## src/rtl/tsc_pkg.sv

```systemverilog
`default_nettype none
// ----------------------------------------------------------------------------
// tsc_pkg: shared types and constants for the touch swipe classifier
// Swipe codes, command codes, register indexes, field widths and the
// reset values of the configuration registers other than the sensor enable.
// ----------------------------------------------------------------------------
package tsc_pkg;

    // Fixed field widths
    localparam int THR_BITS  = 12;
    localparam int TIME_BITS = 32;
    localparam int IDX_BITS  = 3;
    localparam int CFG_BITS  = 32;

    // Swipe result codes
    typedef enum logic [2:0] {
        GEST_NONE  = 3'd0,
        GEST_LEFT  = 3'd1,
        GEST_RIGHT = 3'd2,
        GEST_UP    = 3'd3,
        GEST_DOWN  = 3'd4
    } swipe_t;

    // Command codes carried by an input word
    localparam logic CMD_POLL    = 1'b0;
    localparam logic CMD_CONSUME = 1'b1;

    // Configuration register indexes
    localparam logic [IDX_BITS-1:0] REG_SENSOR_ENABLE = 3'd0;
    localparam logic [IDX_BITS-1:0] REG_MIN_H_TRAVEL  = 3'd1;
    localparam logic [IDX_BITS-1:0] REG_MAX_H_SLOP    = 3'd2;
    localparam logic [IDX_BITS-1:0] REG_MIN_V_TRAVEL  = 3'd3;
    localparam logic [IDX_BITS-1:0] REG_MAX_V_SLOP    = 3'd4;
    localparam logic [IDX_BITS-1:0] REG_TOP_STRIP     = 3'd5;
    localparam logic [IDX_BITS-1:0] REG_MAX_GESTURE   = 3'd6;

    // Register reset values
    localparam logic [THR_BITS-1:0]  RST_MIN_H_TRAVEL = 12'd70;
    localparam logic [THR_BITS-1:0]  RST_MAX_H_SLOP   = 12'd60;
    localparam logic [THR_BITS-1:0]  RST_MIN_V_TRAVEL = 12'd70;
    localparam logic [THR_BITS-1:0]  RST_MAX_V_SLOP   = 12'd60;
    localparam logic [THR_BITS-1:0]  RST_TOP_STRIP    = 12'd40;
    localparam logic [TIME_BITS-1:0] RST_MAX_GESTURE  = 32'd900;

endpackage
`default_nettype wire

```

## src/rtl/touch_swipe_classifier.sv

```systemverilog
`default_nettype none
// ----------------------------------------------------------------------------
// touch_swipe_classifier: swipe classifier for polled touch samples
// Tracks a press from touch samples and classifies the release as a left,
// right, up or down swipe against programmable travel, slop, time and top-strip limits.
// ----------------------------------------------------------------------------
//  channel  | handshake           | contents
//  ---------+---------------------+---------------------------------------------
//  in       | in_valid / in_stall | command, touching, sample_x/y, now_ms
//  out      | out_valid/out_stall | swipe, active, current_x/y, just_pressed,
//           |                     | press_x/y, press_duration
//  cfg      | cfg_valid/cfg_ready | cfg_index, cfg_data (always ready)
//
//  One word per cycle while in_stall is low: tracking state and the result
//  register update at the accepting edge, so the result appears in the next cycle.
//  The only loop is the tracking state feeding the next word's classification.
//  in_stall is raised only while a result waits and out_stall is high.
//  Reset clears tracking state and loads the register defaults; no clearing pass.
// ----------------------------------------------------------------------------
module touch_swipe_classifier #(
    parameter int COORD_BITS = 12
) (
    input  wire                           clk,
    input  wire                           rst_n,
    // input channel
    input  wire                           in_valid,
    output logic                          in_stall,
    input  wire                           command,
    input  wire                           touching,
    input  wire  [COORD_BITS-1:0]         sample_x,
    input  wire  [COORD_BITS-1:0]         sample_y,
    input  wire  [tsc_pkg::TIME_BITS-1:0] now_ms,
    // output channel
    output logic                          out_valid,
    input  wire                           out_stall,
    output logic [2:0]                    swipe,
    output logic                          active,
    output logic [COORD_BITS-1:0]         current_x,
    output logic [COORD_BITS-1:0]         current_y,
    output logic                          just_pressed,
    output logic [COORD_BITS-1:0]         press_x,
    output logic [COORD_BITS-1:0]         press_y,
    output logic [tsc_pkg::TIME_BITS-1:0] press_duration,
    // configuration channel
    input  wire                           cfg_valid,
    output logic                          cfg_ready,
    input  wire  [tsc_pkg::IDX_BITS-1:0]  cfg_index,
    input  wire  [tsc_pkg::CFG_BITS-1:0]  cfg_data
);
    import tsc_pkg::*;

    // Difference width: covers coordinates and thresholds plus sign
    localparam int DW = ((COORD_BITS > THR_BITS) ? COORD_BITS : THR_BITS) + 2;

    // Configuration registers
    logic                 sensor_enable_reg;
    logic [THR_BITS-1:0]  min_h_travel_reg;
    logic [THR_BITS-1:0]  max_h_slop_reg;
    logic [THR_BITS-1:0]  min_v_travel_reg;
    logic [THR_BITS-1:0]  max_v_slop_reg;
    logic [THR_BITS-1:0]  top_strip_reg;
    logic [TIME_BITS-1:0] max_gesture_reg;

    // Tracking state
    logic                  tracking_reg, tracking_next;
    logic                  pressed_reg, pressed_next;
    logic                  suppress_reg, suppress_next;
    logic [COORD_BITS-1:0] start_x_reg, start_x_next;
    logic [COORD_BITS-1:0] start_y_reg, start_y_next;
    logic [COORD_BITS-1:0] last_x_reg, last_x_next;
    logic [COORD_BITS-1:0] last_y_reg, last_y_next;
    logic [TIME_BITS-1:0]  start_time_reg, start_time_next;

    // Result register
    logic                  out_valid_reg;
    swipe_t                swipe_reg, swipe_next;
    logic                  active_reg;
    logic [COORD_BITS-1:0] cur_x_reg, cur_x_next;
    logic [COORD_BITS-1:0] cur_y_reg, cur_y_next;
    logic                  jp_reg;
    logic [COORD_BITS-1:0] press_x_reg, press_x_next;
    logic [COORD_BITS-1:0] press_y_reg, press_y_next;
    logic [TIME_BITS-1:0]  dur_reg, dur_next;

    // Classification signals
    logic signed [DW-1:0] dx, dy, adx, ady;
    logic signed [DW-1:0] h_trv, h_slop, v_trv, v_slop;
    logic [TIME_BITS-1:0] dt;
    swipe_t               class_swipe;

    logic in_accept;
    logic cfg_accept;

    assign in_stall   = out_valid_reg && out_stall;
    assign in_accept  = in_valid && !in_stall;
    assign cfg_ready  = 1'b1;
    assign cfg_accept = cfg_valid && cfg_ready;

    // Write configuration registers
    always_ff @(posedge clk or negedge rst_n)
    begin
        if (!rst_n)
        begin
            sensor_enable_reg <= 1'b0;
            min_h_travel_reg  <= RST_MIN_H_TRAVEL;
            max_h_slop_reg    <= RST_MAX_H_SLOP;
            min_v_travel_reg  <= RST_MIN_V_TRAVEL;
            max_v_slop_reg    <= RST_MAX_V_SLOP;
            top_strip_reg     <= RST_TOP_STRIP;
            max_gesture_reg   <= RST_MAX_GESTURE;
        end
        else if (cfg_accept)
        begin
            case (cfg_index)
                REG_SENSOR_ENABLE: sensor_enable_reg <= cfg_data[0];
                REG_MIN_H_TRAVEL:  min_h_travel_reg  <= cfg_data[THR_BITS-1:0];
                REG_MAX_H_SLOP:    max_h_slop_reg    <= cfg_data[THR_BITS-1:0];
                REG_MIN_V_TRAVEL:  min_v_travel_reg  <= cfg_data[THR_BITS-1:0];
                REG_MAX_V_SLOP:    max_v_slop_reg    <= cfg_data[THR_BITS-1:0];
                REG_TOP_STRIP:     top_strip_reg     <= cfg_data[THR_BITS-1:0];
                REG_MAX_GESTURE:   max_gesture_reg   <= cfg_data[TIME_BITS-1:0];
                default:           ;
            endcase
        end
    end

    // Classify the motion from start point to last tracked point
    always_comb
    begin
        dx     = $signed({{(DW-COORD_BITS){1'b0}}, last_x_reg}) -
                 $signed({{(DW-COORD_BITS){1'b0}}, start_x_reg});
        dy     = $signed({{(DW-COORD_BITS){1'b0}}, last_y_reg}) -
                 $signed({{(DW-COORD_BITS){1'b0}}, start_y_reg});
        adx    = dx[DW-1] ? -dx : dx;
        ady    = dy[DW-1] ? -dy : dy;
        h_trv  = $signed({{(DW-THR_BITS){1'b0}}, min_h_travel_reg});
        h_slop = $signed({{(DW-THR_BITS){1'b0}}, max_h_slop_reg});
        v_trv  = $signed({{(DW-THR_BITS){1'b0}}, min_v_travel_reg});
        v_slop = $signed({{(DW-THR_BITS){1'b0}}, max_v_slop_reg});
        dt     = now_ms - start_time_reg;

        class_swipe = GEST_NONE;
        if (dt > max_gesture_reg)
            class_swipe = GEST_NONE;
        else if (ady <= h_slop && dx <= -h_trv)
            class_swipe = GEST_LEFT;
        else if (ady <= h_slop && dx >= h_trv)
            class_swipe = GEST_RIGHT;
        else if (adx <= v_slop && dy <= -v_trv)
            class_swipe = GEST_UP;
        else if (adx <= v_slop && dy >= v_trv &&
                 {{(DW-COORD_BITS){1'b0}}, start_y_reg} <=
                 {{(DW-THR_BITS){1'b0}}, top_strip_reg})
            class_swipe = GEST_DOWN;
    end

    // Advance tracking state for the incoming word
    always_comb
    begin
        tracking_next   = tracking_reg;
        pressed_next    = pressed_reg;
        suppress_next   = suppress_reg;
        start_x_next    = start_x_reg;
        start_y_next    = start_y_reg;
        last_x_next     = last_x_reg;
        last_y_next     = last_y_reg;
        start_time_next = start_time_reg;
        swipe_next      = GEST_NONE;

        if (command == CMD_CONSUME)
        begin
            suppress_next = 1'b1;
        end
        else
        begin
            pressed_next = 1'b0;
            if (sensor_enable_reg)
            begin
                if (touching)
                begin
                    if (!tracking_reg)
                    begin
                        tracking_next   = 1'b1;
                        pressed_next    = 1'b1;
                        start_x_next    = sample_x;
                        start_y_next    = sample_y;
                        start_time_next = now_ms;
                    end
                    last_x_next = sample_x;
                    last_y_next = sample_y;
                end
                else if (tracking_reg)
                begin
                    tracking_next = 1'b0;
                    if (suppress_reg)
                        suppress_next = 1'b0;
                    else
                        swipe_next = class_swipe;
                end
            end
        end
    end

    // Form the result word from the updated state
    always_comb
    begin
        cur_x_next   = tracking_next ? last_x_next : '0;
        cur_y_next   = tracking_next ? last_y_next : '0;
        press_x_next = pressed_next ? start_x_next : '0;
        press_y_next = pressed_next ? start_y_next : '0;
        if (tracking_next && now_ms >= start_time_next)
            dur_next = now_ms - start_time_next;
        else
            dur_next = '0;
    end

    // Hold tracking state, update on accept
    always_ff @(posedge clk or negedge rst_n)
    begin
        if (!rst_n)
        begin
            tracking_reg   <= 1'b0;
            pressed_reg    <= 1'b0;
            suppress_reg   <= 1'b0;
            start_x_reg    <= '0;
            start_y_reg    <= '0;
            last_x_reg     <= '0;
            last_y_reg     <= '0;
            start_time_reg <= '0;
        end
        else if (in_accept)
        begin
            tracking_reg   <= tracking_next;
            pressed_reg    <= pressed_next;
            suppress_reg   <= suppress_next;
            start_x_reg    <= start_x_next;
            start_y_reg    <= start_y_next;
            last_x_reg     <= last_x_next;
            last_y_reg     <= last_y_next;
            start_time_reg <= start_time_next;
        end
    end

    // Output valid: set on accept, drop when taken
    always_ff @(posedge clk or negedge rst_n)
    begin
        if (!rst_n)
            out_valid_reg <= 1'b0;
        else if (in_accept)
            out_valid_reg <= 1'b1;
        else if (!out_stall)
            out_valid_reg <= 1'b0;
    end

    // Load the result word on accept
    always_ff @(posedge clk)
    begin
        if (in_accept)
        begin
            swipe_reg   <= swipe_next;
            active_reg  <= tracking_next;
            cur_x_reg   <= cur_x_next;
            cur_y_reg   <= cur_y_next;
            jp_reg      <= pressed_next;
            press_x_reg <= press_x_next;
            press_y_reg <= press_y_next;
            dur_reg     <= dur_next;
        end
    end

    assign out_valid      = out_valid_reg;
    assign swipe          = swipe_reg;
    assign active         = active_reg;
    assign current_x      = cur_x_reg;
    assign current_y      = cur_y_reg;
    assign just_pressed   = jp_reg;
    assign press_x        = press_x_reg;
    assign press_y        = press_y_reg;
    assign press_duration = dur_reg;

endmodule
`default_nettype wire

```

## config.mk

```make
export PLATFORM = sky130hd
export DESIGN_NAME = touch_swipe_classifier
export DESIGN_NICKNAME = d
export VERILOG_FILES = /design/src/rtl/tsc_pkg.sv /design/src/rtl/touch_swipe_classifier.sv
export SDC_FILE = /design/constraint.sdc
export NUM_CORES = 1
export LEC_CHECK = 0
export BUFFER_PORTS_ARGS = -buffer_cell sky130_fd_sc_hd__buf_2
export CORE_MARGIN = 2
export CORE_UTILIZATION = 30
export CTS_BUF_LIST = sky130_fd_sc_hd__clkbuf_16
export CTS_CLUSTER_SIZE = 14
export DETAILED_ROUTE_END_ITERATION = 10
export PLACE_DENSITY = 0.52
export SETUP_SLACK_MARGIN = 0.02
export SLEW_MARGIN = 30
export SYNTH_ARGS = -nofsm -noshare
export SYNTH_HDL_FRONTEND = slang
export SYNTH_SLANG_ARGS = --single-unit
export TNS_END_PERCENT = 100
```

## constraint.sdc

```tcl
create_clock -name clk -period 6.9 [get_ports clk]
set_input_delay 0.345 -clock clk [delete_from_list [all_inputs] [get_ports clk]]
set_output_delay 0.345 -clock clk [all_outputs]
set_load 0.02 [all_outputs]
```

; Word-level counts from Yosys, hierarchy flattened
; Cells that the tools add are included.
[totals]
ff_bits = 262
input_bits = 98
out_inout_bits = 88
[classes]
add_sub_neg = 8
n_lt_le_gt_ge = 9
n_eq_ne = 8
n_mux = 37
n_bitwise = 2
reduce_logical = 23
[op_table]
columns = operator, count
row1 = $mux 12, 14
row2 = $mux 32, 4
row3 = $sub 32x32->32, 2
row4 = $ge 32x32->1, 1
row5 = $gt 32x32->1, 1
row6 = $le 13x14->1, 2
row7 = $le 14x13->1, 2
row8 = $mux 14, 2
row9 = $neg 12->14, 2
row10 = $neg 13->14, 2
row11 = $ge 13x13->1, 2
row12 = $sub 12x12->13, 2
row13 = $mux 1, 14
row14 = $reduce_and 2->1, 7
row15 = $le 12x12->1, 1
row16 = $eq 3x3->1 const B, 3
row17 = $reduce_or 9->1, 1
row18 = $logic_and 1x1->1, 8
row19 = $reduce_or 7->1, 1
row20 = $eq 3x2->1 const B, 2
row21 = $reduce_or 6->1, 1
row22 = $mux 2, 2
row23 = $reduce_and 4->1, 1
row24 = $reduce_bool 2->1, 2
row25 = other kinds (7), 8

; Longest topological paths before layout
; Gate-level depths: netlist of the first run.
[logic_depth]
depth_word = 10
ltp_mapped = 23

; Worst setup path before layout of the first run
; Ideal clock, no wire load.
[synth_timing]
path_type = input to register
start = in now_ms[0] (netlist name)
end = reg swipe_reg[2] (netlist: swipe[2]) (data pin)
t_arrival_ns = 4.581
required_ns = 6.644
path_slack_ns = 2.062
cell_stages = 21
path_cell_list = inv_1 -> ha_1 -> inv_1 -> fa_1 -> a21oi_1 -> a2bb2oi_1 -> a211oi_1 -> a211oi_1 -> nor4_1 -> a2111oi_0 -> o21ai_1 -> o21a_1 -> nor2_1 -> xnor2_1 -> ha_1 -> and4_1 -> nand3_1 -> or3_1 -> nor3_1 -> a2111oi_4 -> and4bb_1
[synth_via]
elab_chain_cells = 3
[synth_rtl]
columns = element, line_no
row1 = start: declaration, touch_swipe_classifier.sv:32  ; input wire [tsc_pkg::TIME_BITS-1:0] now_ms,
row2 = $sub 32x32->32, touch_swipe_classifier.sv:140  ; dt = now_ms - start_time_reg;
row3 = $gt 32x32->1, touch_swipe_classifier.sv:143  ; if (dt > max_gesture_reg)
row4 = $reduce_or 9->1 (no source line), --
row5 = end signal: assignment, touch_swipe_classifier.sv:260  ; swipe_reg <= swipe_next;
row6 = end: declaration, touch_swipe_classifier.sv:76  ; swipe_t swipe_reg, swipe_next;
; Every way passes these cells.
; A chain may end at the register's enable or synchronous reset.

; Worst setup path after layout of the first run
[layout_timing]
start = reg start_time_reg[0]
end = reg swipe_reg[2] (netlist: swipe[2]) (data pin)
[layout_via]
elab_chain_cells = 3
[layout_rtl]
columns = element, line_no
row1 = start: declaration, touch_swipe_classifier.sv:72  ; logic [TIME_BITS-1:0] start_time_reg, start_time_next;
row2 = start signal: assignment, touch_swipe_classifier.sv:240  ; start_time_reg <= start_time_next;
row3 = $sub 32x32->32, touch_swipe_classifier.sv:140
row4 = $gt 32x32->1, touch_swipe_classifier.sv:143
row5 = $reduce_or 9->1 (no source line), --
; Every way passes these cells.

==> results.toml, run 1 <==
[status]
status = "finished clean"

[cts]
insertion_delay_ps = 560
cts_inserted_buffers = 34
postCtsSetupRepairBufs = 0
cts_tree = "built"
clock_path_buffers = 3
root_buffer = "clkbuf_16"
htree_levels = 2
clk_pin_slew_ps = 60
clock_sinks = 262

[power]
power.leakage_nw = 9.82
power_per_cell_area_mw_per_mm2 = 479
vdd_drop_max_v = 0.000282

[critical_path]
path_delay_family = "compound AO/OA/AOI/OAI gates"
endpoint_kind = "flip-flop"
cp_num_buf_inv = 1
startpoint_type = "flip-flop"
worstPathCellList = "ha_1 -> inv_1 -> fa_1 -> a21oi_1 -> a2bb2oi_1 -> a211oi_1 -> a211oi_1 -> nor4_1 -> a2111oi_1 -> o21ai_1 -> o21a_1 -> nor2_1 -> xnor2_1 -> ha_1 -> and4_1 -> nand3_1 -> or3_1 -> nand2b_1 -> a2111oi_4 -> and4bb_1"
slowest_delay_ps = 690
crit_required_ps = 7300
critPathMaxFanout = 4
path_class = "flip-flop to flip-flop"
crit_slowest_cell = "a2111oi_1"
arrival_ps = 6020

[cells_and_area]
postLayoutCoreUtil_pct = 35.3
area_growth_syn_to_layout_pct = 16.4
nets = 2422
fillers = 6127
drive_above_1_share_pct = 18.7

[global_routing]
grt_overflow_total = 0
grt_start_max_net_pins = 157
grt_pass1_wl_mm = 82.3
antenna_found_initial = 15
grt.total_usage_pct = 16.7
grt_pass1_vias = 14700

[timing]
slew_headroom_pct = 40.3
maxSlewViolCount = 0
fin_crit_sh_pct = 81.4
setup_tns_ps = 0
final-setup-viol-count = 0
hold_violations = 0
whs_ps = 34.3
rsz0062_at_grt = "false"
fmax_mhz = 178
fin_worst_skew_ps = 33.7
worst_pin_slew_ps = 894
period_needed_ps = 5620

[min_path]
hold_path_class = "input pin to flip-flop"

[yosys]
yosysWarnings = 0
ys.flop_type = "dfrtp_1"
synth_edf_count = 85
synthCells = 1930
avgSynthCellArea_um2 = 9.52
yosysSeqAreaShare_pct = 38.2
syn_area_mm2 = 0.0184
synth_cell_type_count = 74
async_flop_share_pct = 67.6
syn-num-nets = 2241
ys_seq_elements = 262

[floorplan]
die_h_um = 251
die_area_mm2 = 0.0632
die_w_um = 251
top_level_ports = 186
rows = 90
start_util_pct = 30.4
design.core.area_mm2 = 0.0605

[placed_design]
gp_congestion = 0.891
io_buffers = 184
hpwl_mm = 40.7

[route]
dr.pass1.iters = 5
drcViolationCount = 0
drt-total-wl_mm = 53.2
post_drt_wl_per_cell_um = 18.2
drt-initial-drc-count = 811
antenna_left = 0
vias_per_cell = 5.02
via_count = 14700

[run]
maxCapViolations = 0
[synth_stat cells (49+ instances only)]
cell / instances / share of area, %
a21o_1: 58 / 2.4
a21oi_1: 160 / 4.4
clkbuf_1: 49 / 1.0
dfrtp_1: 157 / 21
edfxtp_1: 85 / 14
ha_1: 209 / 14
inv_1: 175 / 3.6
mux2_2: 108 / 6.6
nand2_1: 182 / 3.7
nor2_1: 133 / 2.7
o21ai_0: 92 / 2.5
xnor2_1: 74 / 3.5
[final cells by class]
type	instances	area, µm²	share of cell area (%)
sequential	262	7010	32.8
multi-input combinational	1438	10600	49.4
timing repair buffer	199	1060	4.96
tap	782	978	4.58
clock inverter	28	256	1.20
inverter	176	661	3.09
antenna	5	12.5	0.0585
clock buffer	34	851	3.98
[report_power, final]
group,internal (mW),switching [mW]
Sequential,2.00,0.262
Clock,1.03,0.749
Combinational,2.61,3.58
[timing repair]
action,in CTS,in global routing
endpoints found under the hold margin,82,0
gates resized for setup,0,0
hold buffers,2,0
[cell usage in the layout, fill, tap and decap left out, drive strengths merged, types with 5 or more instances in the layout]
cell type,instances
o31ai,5
nor3,33
and2,7
nor3b,6
or2,6
a21o,58
a21oi,160
dfrtp,157
o21bai,7
clkbuf,35
o211ai,12
or3,14
nor4,10
a2111oi,6
diode,5
nand3,21
nor2,134
buf,196
xor2,38
clkinv,12
and3,5
o21ai,100
nand4,31
a211oi,16
nand2b,21
o21a,38
nor2b,27
dfstp,20
nand2,182
mux2i,33
a21boi,5
ha,209
a211o,7
inv,185
xnor2,74
mux2,108
edfxtp,85
a31oi,12
[layer usage]
layer  track usage (%)  vias to the layer above  share of wire [%]
met4              4.90                       16                2.7
met3              4.12                       97                5.6
met2              30.3                      316                 50
met5                 0                        -               0.18
met1              19.4                     7029                 41
li1                  -                     7234                  -
[logic make-up (layout without fill, tap and decap cells)]
logic type	count (synthesis)	after routing	share of synthesized area [%]
flip-flops	262	262	38.2
other	1	6	0.0204
AND/OR/NAND/NOR	511	511	13.0
buffers and inverters	230	437	4.72
multiplexers	141	141	8.42
XOR/XNOR	112	112	5.34
AO/OA/AOI/OAI	460	460	15.7
adder cells (fa/ha/maj)	213	213	14.7
[stage by stage]
stage	instances	setup WS, ps	cell area (µm²)	power [mW]
floorplan	1930	2060	18400	6.79
global placement	2855	1080	20200	8.34
detailed placement	2855	990	20200	8.47
CTS	2919	1090	21400	10.3
global route	2924	756	21400	11.2
finish	2924	1280	21400	10.2
[worst paths after layout]
check / depth (start not counted) / from / end / slack (ps)
worst max register to register: 20 / start_time_reg[0] / swipe[2] / 1280
min in group asynchronous: 2 / rst_n / start_time_reg[9] / 460
worst max-delay path: 20 / start_time_reg[0] / swipe[2] / 1280
worst min register to register: 1 / max_gesture_reg[11] / max_gesture_reg[11] / 500
max in group asynchronous: 3 / rst_n / min_h_travel_reg[3] / 5270
worst min-delay path: 2 / cfg_data[27] / max_gesture_reg[27] / 30
Power figures use the tool's default switching activity.
==> run 2, diff against run 1 <==
==> constraint.sdc (replaced) <==
create_clock -name clk -period 5.5 [get_ports clk]
set_input_delay 0.275 -clock clk [delete_from_list [all_inputs] [get_ports clk]]
set_output_delay 0.275 -clock clk [all_outputs]
set_load 0.02 [all_outputs]
==> run 2 against run 1 <==
  * Sequential power is 25% higher
  * Sequential share of layout area is 0.51 points lower
  * Via count is 0.78% higher
  * First-iteration DRC count is 7.5% lower
  * Clock-buffer cell count is 1 higher
  * Sequential cell count stayed put
  * Combinational power is 26% higher
  * Clock skew is 1.8 ps lower
  * Clock power is 21% higher
  * Die area stayed put
  * Critical endpoint unchanged
  * Highest routed layer unchanged
==> results.toml, run 2 (same netlist as run 1, synthesis figures left out) <==
[status]
status = "finished clean"

[global_routing]
grt_overflow_total = 0
grt.total_usage_pct = 16.7
grt_pass1_wl_mm = 82.7
use_met2_pct = 30.4
gr-usage-met3_pct = 3.74
busiest_layer = "met2"
grt_start_max_net_pins = 155
grt_util_met1_pct = 19.6
antenna_found_initial = 13
grt_pass1_vias = 15000

[route]
drt-initial-drc-count = 750
via_count = 14800
vias_per_cell = 5.00
post_drt_wl_per_cell_um = 17.9
antenna_left = 0
drt-total-wl_mm = 53.0
dr.pass1.iters = 4
drcViolationCount = 0

[power]
internal_power_mw = 7.10
comb_power_share_pct = 61.0
pwr-share-seq_pct = 22.1
pwr-share-clk_pct = 16.9
power.leakage_nw = 10.0
vdd_drop_max_v = 0.000290
power_per_cell_area_mw_per_mm2 = 590
power_switching_mw = 5.70
power_mw = 12.8
p_sw_share_pct = 44.5

[floorplan]
design.core.area_mm2 = 0.0605
top_level_ports = 186
die_h_um = 251
die_area_mm2 = 0.0632
start_util_pct = 30.4
rows = 90
die_w_um = 251

[cts]
clock_path_buffers = 3
htree_levels = 2
clk_pin_slew_ps = 60
cts_tree = "built"
clock_sinks = 262
cts_inserted_buffers = 34
insertion_delay_ps = 550
root_buffer = "clkbuf_16"

[timing]
hold_violations = 0
rsz0062_at_grt = "false"
setup_tns_ps = 0
period_needed_ps = 5090
fmax_mhz = 196
slew_headroom_pct = 41.8
worst_slack_ps = 406
fin_worst_skew_ps = 31.9
maxSlewViolCount = 0
fin_crit_sh_pct = 92.6
final-setup-viol-count = 0
worst_pin_slew_ps = 867

[cells_and_area]
stdcell_count = 2961
nets = 2457
drive_above_1_share_pct = 19.0
layout_commonest_cell = "ha_1"
area_growth_syn_to_layout_pct = 18.2
final_cell_mix = "ha_1 (209), inv_1 (185), buf_2 (183)"

[placed_design]
place_ws_ps = 145
dp_cells = 2866
gp_congestion = 0.890
hpwl_mm = 40.7
io_buffers = 184

[critical_path]
path_class = "flip-flop to flip-flop"
crit_required_ps = 5800
startpoint_type = "flip-flop"
cp-startpoint = "last_y_reg[0]"
critPathMaxFanout = 9
endpoint_kind = "flip-flop"
r2r-start = "last_y_reg[0]"
arrival_ps = 5400

[min_path]
hold_path_class = "input pin to flip-flop"
hold_start = "cfg_data[18]"

[run]
maxCapViolations = 0
[run 2: metrics by stage]
step | cell area (µm²) | hold slack [ps] | util (%)
2_1_floorplan | 18400 | -20.6 | -
3_3_place_gp | 20300 | 172 | 33.6
3_5_place_dp | 20300 | 181 | 33.6
4_1_cts | 21700 | 0.519 | 35.8
5_1_grt | 21700 | 9.76 | 35.9
6_report | 21700 | 18.7 | 35.9
[run 2: worst paths after layout]
path	cells past startpoint	end	slack [ps]
hold reg to reg	1	suppress_reg	500
min in group asynchronous	2	start_time_reg[31]	180
setup / recovery	22	swipe[2]	410
hold / removal	2	max_gesture_reg[18]	20
max in group asynchronous	3	last_x_reg[11]	4140
setup reg to reg	22	swipe[2]	410
[run 2: worst max-delay path: stages (launching register included)]
cell	delay [ps]
dfrtp_1	390
inv_1	70
ha_1	200
fa_1	230
nor2b_1	70
o21a_1	190
o21ai_1	230
a31oi_1	170
a31o_2	310
a311o_1	460
inv_2	190
nand2_1	90
xnor2_1	130
ha_1	330
a21o_1	180
a21o_1	170
a211oi_1	230
o211ai_1	110
o311ai_0	160
o41a_1	320
nor3b_1	360
nor2_1	80
and4bb_1	200
[run 2: area by class of cell]
class	count	area [µm²]
sequential	262	7010
timing repair buffer	234	1390
inverter	176	661
fill	6130	38800
antenna	7	17.5
tap	782	978
multi-input combinational	1438	10600
clock buffer	35	876
clock inverter	27	200
[run 2: routing by layer]
metal  wire length, µm  vias to the layer above
met2             26800                      274
met5                62                        -
li1                  -                     7306
met3              2720                       85
met1             22100                     7130
met4              1280                       12
[run 2: repair_timing]
item | in CTS | in global routing
hold buffers | 26 | 0
gates resized for setup | 0 | 5
setup endpoints to repair | 0 | 2
hold endpoints to repair | 61 | 0
setup buffers | 0 | 0
[run 2: power by group through the flow]
stage | clock (mW) | combinational, mW | sequential, mW
finish | 2.16 | 7.81 | 2.83
global route | 2.32 | 8.83 | 2.89
CTS | 2.24 | 7.84 | 2.83
detailed placement | 0 | 7.76 | 2.87
global placement | 0 | 7.60 | 2.85
floorplan | 0 | 5.67 | 2.85
==> run 3, diff against run 2 <==
--- a/config.mk
+++ b/config.mk
@@ -12,6 +12,7 @@
 export CTS_CLUSTER_SIZE = 14
 export DETAILED_ROUTE_END_ITERATION = 10
 export PLACE_DENSITY = 0.52
+export RECOVER_POWER = 50
 export SETUP_SLACK_MARGIN = 0.02
 export SLEW_MARGIN = 30
 export SYNTH_ARGS = -nofsm -noshare
==> run 3 against run 2 <==
  * The run now ends with max-capacitance violations, max-slew violations left
  * Non-clock buffer count is the same
  * Wire length grew 0.11%
  * Global-route usage is the same
  * Utilization shrank 0.28 points
  * Critical path depth shrank 1
  * First-iteration DRC count shrank 8.1%
  * Worst hold slack lost 0.59 ps
  * Die area is the same
  * Power shrank 0.24%
  * Combinational power is essentially flat
  * Clock skew shrank 2.0 ps
  * Design area shrank 0.77%
  * Critical path type unchanged
  * Critical endpoint unchanged
==> results.toml, run 3 (same netlist as run 1, synthesis figures left out) <==
[global_routing]
antenna_found_initial = 13
grt_overflow_total = 0
grt_start_max_net_pins = 155
grt_pass1_wl_mm = 82.7
grt.total_usage_pct = 16.7
grt_pass1_vias = 15000

[cts]
clk_pin_slew_ps = 60
clock_sinks = 262
cts_tree = "built"
postCtsSetupRepairBufs = 0
clock_path_buffers = 3
insertion_delay_ps = 540
htree_levels = 2
root_buffer = "clkbuf_16"
cts_inserted_buffers = 34

[critical_path]
critPathMaxFanout = 9
crit_required_ps = 5800
crit_slowest_cell = "a311o_1"
startpoint_type = "flip-flop"
cp-startpoint = "start_y_reg[2]"
path_class = "flip-flop to flip-flop"
r2r-start = "start_y_reg[2]"
worstPathCellList = "inv_1 -> ha_1 -> nor2b_1 -> o21a_1 -> o21ai_1 -> a31oi_1 -> a31o_2 -> a311o_1 -> inv_2 -> nand2_1 -> xnor2_1 -> ha_1 -> a21o_1 -> a21o_1 -> a211oi_1 -> o211ai_1 -> o311ai_0 -> o41a_1 -> nor3b_1 -> nor2_1 -> and4bb_1"
arrival_ps = 5390
slowest_delay_ps = 460
endpoint_kind = "flip-flop"

[cells_and_area]
final_cell_mix = "ha_1 (209), inv_1 (185), nand2_1 (181)"
area_growth_syn_to_layout_pct = 17.3
nets = 2457
stdcell_count = 2960
layout_commonest_cell = "ha_1"
fin_area_mm2 = 0.0215
drive_above_1_share_pct = 14.6

[timing]
slew_headroom_pct = -56.6
rsz0062_at_grt = "false"
period_needed_ps = 5090
fin_worst_skew_ps = 29.9
hold_violations = 0
final-setup-viol-count = 0
setup_tns_ps = 0
worst_pin_slew_ps = 2340
maxSlewViolCount = 238
fmax_mhz = 196
fin_crit_sh_pct = 92.6

[route]
top_layer_used = "met5"
drt-initial-drc-count = 689
wl_met3_mm = 2.85
drt-total-wl_mm = 53.1
via_count = 14800
drt-met1-wl_mm = 21.9
post_drt_wl_per_cell_um = 17.9
vias_per_cell = 5.00
antenna_left = 0
drcViolationCount = 0
dr_wl_met2_mm = 26.9
dr.pass1.iters = 5

[floorplan]
start_util_pct = 30.4
die_area_mm2 = 0.0632
rows = 90
top_level_ports = 186
die_h_um = 251
die_w_um = 251
design.core.area_mm2 = 0.0605

[status]
violations = "max-capacitance violations, max-slew violations"
status = "complete, but fails checks"

[min_path]
hold_path_class = "input pin to flip-flop"
hold_start = "cfg_data[18]"

[power]
power_mw = 12.8
vdd_drop_max_v = 0.000290
power.leakage_nw = 9.70
power_per_cell_area_mw_per_mm2 = 593

[placed_design]
hpwl_mm = 40.7
postPlaceCellArea_mm2 = 0.0203
io_buffers = 184
gp_congestion = 0.890
dp_cells = 2866

[run]
maxCapViolations = 4
-- run 3: cell types whose count changed in the layout (fill, tap and decap cells not counted), moves of 2 or more --
cell / delta
buf_4: -4
clkbuf_1: +91
nor3b_1: +2
buf_2: -86
-- run 3: per-stage QoR --
stage / hold slack [ps] / util [%] / setup slack [ps]
floorplan: -20.6 / - / 732
global placement: 172 / 33.6 / 123
detailed placement: 181 / 33.6 / 145
CTS: 0.519 / 35.8 / 224
global route: 9.76 / 35.6 / 22.0
finish: 18.1 / 35.6 / 409
-- run 3: area by class of cell --
type | count | area [µm²]
Timing Repair Buffer | 234 | 1250
Inverter | 176 | 661
Fill cell | 6188 | 38900
Multi-Input combinational cell | 1438 | 10600
Sequential cell | 262 | 7010
Tap cell | 782 | 978
Antenna cell | 6 | 15.0
Clock buffer | 35 | 876
Clock inverter | 27 | 200
-- run 3: worst paths after layout --
| kind | end | slack, ps | cells after the start |
|---|---|---|---|
| min in group asynchronous | start_time_reg[31] | 740 | 2 |
| hold reg to reg | top_strip_reg[1] | 500 | 1 |
| setup / recovery | swipe[2] | 410 | 21 |
| hold / removal | max_gesture_reg[18] | 20 | 2 |
| setup reg to reg | swipe[2] | 410 | 21 |
| max in group asynchronous | last_x_reg[11] | 1670 | 3 |
-- run 3: repair_timing --
action | in CTS | in global routing
hold buffers | 26 | 0
hold endpoints to repair | 61 | 0
setup endpoints to repair | 0 | 2
resized for setup | 0 | 5
-- run 3: worst max-delay path, delay by kind of cell (launching register included) --
kind	cells	cell delay, ps
fa+ha+maj	2	670
flops	1	400
buf+inv	2	250
simple gates	5	880
xor+xnor	1	130
compound gates	11	2530
-- run 3: routing by layer --
layer | track usage (%) | up-vias
li1 | - | 7306
met2 | 30.4 | 269
met4 | 4.69 | 14
met1 | 19.6 | 7129
met5 | 0 | -
met3 | 3.74 | 89
-- run 3: where the power goes --
| part | internal [mW] | total [mW] | switching [mW] |
|---|---|---|---|
| Combinational | 3.31 | 7.78 | 4.47 |
| Sequential | 2.52 | 2.83 | 0.317 |
| Clock | 1.26 | 2.16 | 0.907 |
| Total | 7.08 | 12.8 | 5.69 |
